--- src/rtl/core/itb_ram.sv ---
`timescale 1ns / 1ps
module itb_ram #(
  parameter int unsigned Width = 8,
  parameter int unsigned Depth = 256
) (
  input  logic                     clk_i,
  input  logic                     we_i,
  input  logic [$clog2(Depth)-1:0] waddr_i,
  input  logic [Width-1:0]         wdata_i,
  input  logic [$clog2(Depth)-1:0] raddr_i,
  output logic [Width-1:0]         rdata_o
);
  logic [Width-1:0] mem_q [Depth];

  always_ff @(posedge clk_i) begin
    if (we_i) begin
      mem_q[waddr_i] <= wdata_i;
    end
    rdata_o <= mem_q[raddr_i];
  end
endmodule

--- config.mk ---
export PLATFORM = sky130hd
export DESIGN_NAME = itb_ram
export DESIGN_NICKNAME = d
export VERILOG_FILES = /design/src/rtl/core/itb_ram.sv
export SDC_FILE = /design/constraint.sdc
export NUM_CORES = 2
export LEC_CHECK = 0
export ABC_AREA = 1
export BUFFER_PORTS_ARGS = -buffer_cell sky130_fd_sc_hd__buf_4
export CELL_PAD_IN_SITES_DETAIL_PLACEMENT = 0
export CELL_PAD_IN_SITES_GLOBAL_PLACEMENT = 1
export CORE_UTILIZATION = 54
export CTS_BUF_LIST = sky130_fd_sc_hd__clkbuf_4 sky130_fd_sc_hd__clkbuf_8
export CTS_CLUSTER_DIAMETER = 150
export CTS_CLUSTER_SIZE = 14
export DETAILED_ROUTE_END_ITERATION = 16
export PLACE_DENSITY_LB_ADDON = 0.1
export SYNTH_ARGS = -nofsm -noshare
export SYNTH_HDL_FRONTEND = slang
export SYNTH_SLANG_ARGS = --single-unit
--- constraint.sdc ---
create_clock -name clk_i -period 2.16 [get_ports clk_i]
set_input_delay 0.108 -clock clk_i [delete_from_list [all_inputs] [get_ports clk_i]]
set_output_delay 0.108 -clock clk_i [all_outputs]
set_load 0.1 [all_outputs]
==> impl_metrics.yaml <==
logic_synthesis:
  synth.distinct_cells: 14
  syn_inst: 7003
  yosysSeqAreaShare: 0.739
  synth_seq_cells: 2056
  syn_nets: 7029
  synth.cell_area_sq_mm: 0.0834
  yosys_warnings: 0
  avgSynthCellArea_sq_um: 11.9
layout:
  final_util: 0.609
  layout.nets: 7401
  drive_gt1_frac: 0.119
  layout_common_cells: "nand2_1, edfxtp_1, nand3_1, buf_4, nor2_1"
  area_growth_pct: 11.4
  final_common_cell: "nand2_1"
detailed_routing:
  drt-initial-drc-count: 6221
  drt_wl_total_mm: 235
  first_pass_iters: 6
  ant_nets: 0
  route.vias.total: 55598
  via_per_inst: 5.89
  drc: 0
  post_drt_wl_per_cell_um: 24.9
setup_path:
  reg2reg_from: "mem_q[35][3]"
  startpoint: "waddr_i[6]"
  endpoint: "mem_q[183][3]"
  worst-setup-path-type: "input port to flop"
  start_kind: "input port"
  reg2reg_depth: 10
  r2r-end: "rdata_o[3]"
  reg2reg_slack_ps: 190
  worstPathRequired_ps: 2800
  cp_data_arrival_time_ps: 2710
  cp_max_fo: 8
  cp-end-kind: "flop"
global_route:
  grt_pass1_vias: 52993
  grt_pass1_wl_mm: 349
  overflow: 0
  track_usage: 0.302
  antenna_found_initial: 7
  grt_max_degree: 92
clock_network:
  clock_sinks: 2056
  cts_tree: "done"
  cts-htree-levels: 4
  clk_pin_slew_ps: 100
  cts_buffers: 164
  cts_setup_buffers: 0
  clock_path_buffers: 3
  cts-root-buf: "clkbuf_8"
  clock_latency_ps: 950
run_status:
  status: "completed"
die:
  core_area_sq_mm: 0.153
  start_util: 0.546
  die_y_um: 395
  die_w_um: 395
  rows: 143
  io_pins: 34
  dieArea_sq_mm: 0.156
timing:
  relSlewSlack: 0.514
  finalSetupTns_ps: 0
  tightestPinTransition_ps: 727
  fmax_mhz: 485
  fin_crit_sh: 0.954
  fin_worst_skew_ps: 37.9
  rsz0062_at_grt: "false"
  post-route-min-period_ps: 2060
  setup_viol: 0
  hold_viol_final: 0
  finalMaxSlewViolations: 0
placed_design:
  hpwl_mm: 145
  numPortBuffers: 33
  place.gp.congestion: 0.867
power:
  seq_power_share: 0.633
  swShare: 0.236
  power.density_mw_per_mm2: 748
  power_switching_uw: 16400
  irDropWorstVdd_v: 0.000793
  pwr-share-clk: 0.284
  p_leak_uw: 0.0329
  power_report.internal_total_uw: 53100
  pwr-share-comb: 0.084
run:
  cap_violations: 0
min_path:
  hp-start: "raddr_i[7]"
  min_path_type: "input port to flop"
[cell usage after synthesis]
library cell,n,area (sq um)
buf_6,16,180
buf_4,46,345
buf_8,1,15.0
nand3_1,2019,10100
nand2_1,2123,7970
buf_1,40,150
inv_4,1,6.26
edfxtp_1,2048,61500
clkbuf_1,112,420
inv_2,2,7.51
dfxtp_1,8,160
inv_1,36,135
buf_2,268,1340
nor2_1,283,1060
[per-stage QoR]
| step | worst slack (ps) | area (sq um) | total power [uW] | hold slack, ps | std cells |
|---|---|---|---|---|---|
| after detailed placement | -510 | 90000 | 50700 | 492 | 9211 |
| final | 98.4 | 92900 | 69500 | 125 | 9445 |
| after global placement | -507 | 90000 | 50600 | 493 | 9211 |
| after global routing | 69.6 | 92900 | 71700 | 83.4 | 9445 |
| after floorplan | 561 | 83400 | 47700 | 207 | 7003 |
| after CTS | 8.91 | 92900 | 69800 | 34.3 | 9443 |
[how the worst min path moves through the flow]
stage / end / slack (ps) / cells past startpoint
after CTS: rdata_o[4] / 30 / 4
after global placement: rdata_o[0] / 490 / 3
final: rdata_o[4] / 130 / 4
after floorplan: mem_q[0][0] / 210 / 0
after global routing: rdata_o[4] / 80 / 4
after detailed placement: rdata_o[4] / 490 / 3
[logic make-up after synthesis]
family	count (synthesis)	share of synthesized area
AND/OR/NAND/NOR	4425	0.229
flip-flops	2056	0.739
buffers and inverters	522	0.0312
[critical path: stages]
cell and delay, ps:
dlygate4sd3_1 600, buf_4 170, inv_1 60, nand2_1 50, dlygate4sd3_1 580, nor2_1 150, nand2_1 60, dlygate4sd3_1 590
nor2_1 120, buf_4 210
[what timing repair did]
item                                   in CTS  in global routing
endpoints found under the hold margin    2153                  0
setup endpoints to repair                   2                 57
hold buffers                               28                  0
gates resized for setup                     2                  1
pin swaps                                   0                  0
[final cells by class]
type / instances / area (sq um)
tap: 2030 / 2540
timing repair buffer: 689 / 6770
antenna: 2 / 5.00
multi-input combinational: 4425 / 19200
sequential: 2056 / 61700
inverter: 39 / 180
fill: 12166 / 59700
clock inverter: 11 / 86.3
clock buffer: 193 / 2510
[power groups by stage]
stage / logic [uW] / registers (uW) / clock network (uW)
finish: 5830 / 44000 / 19700
global route: 6250 / 44000 / 21500
CTS: 5820 / 44000 / 20000
detailed placement: 5770 / 44900 / 0
global placement: 5720 / 44900 / 0
floorplan: 2710 / 45000 / 0
[sequential cells by signal, indices dropped and copies added (netlist names)]
| register | count |
|---|---|
| mem_q | 2048 |
| rdata_o | 8 |
[layer usage]
metal,share of wire,global-route usage
met3,0.079,0.0437
met4,0.030,0.0932
met1,0.42,0.443
met5,0.000098,0
met2,0.47,0.470
Note: power is estimated with default switching activity, not from simulation.
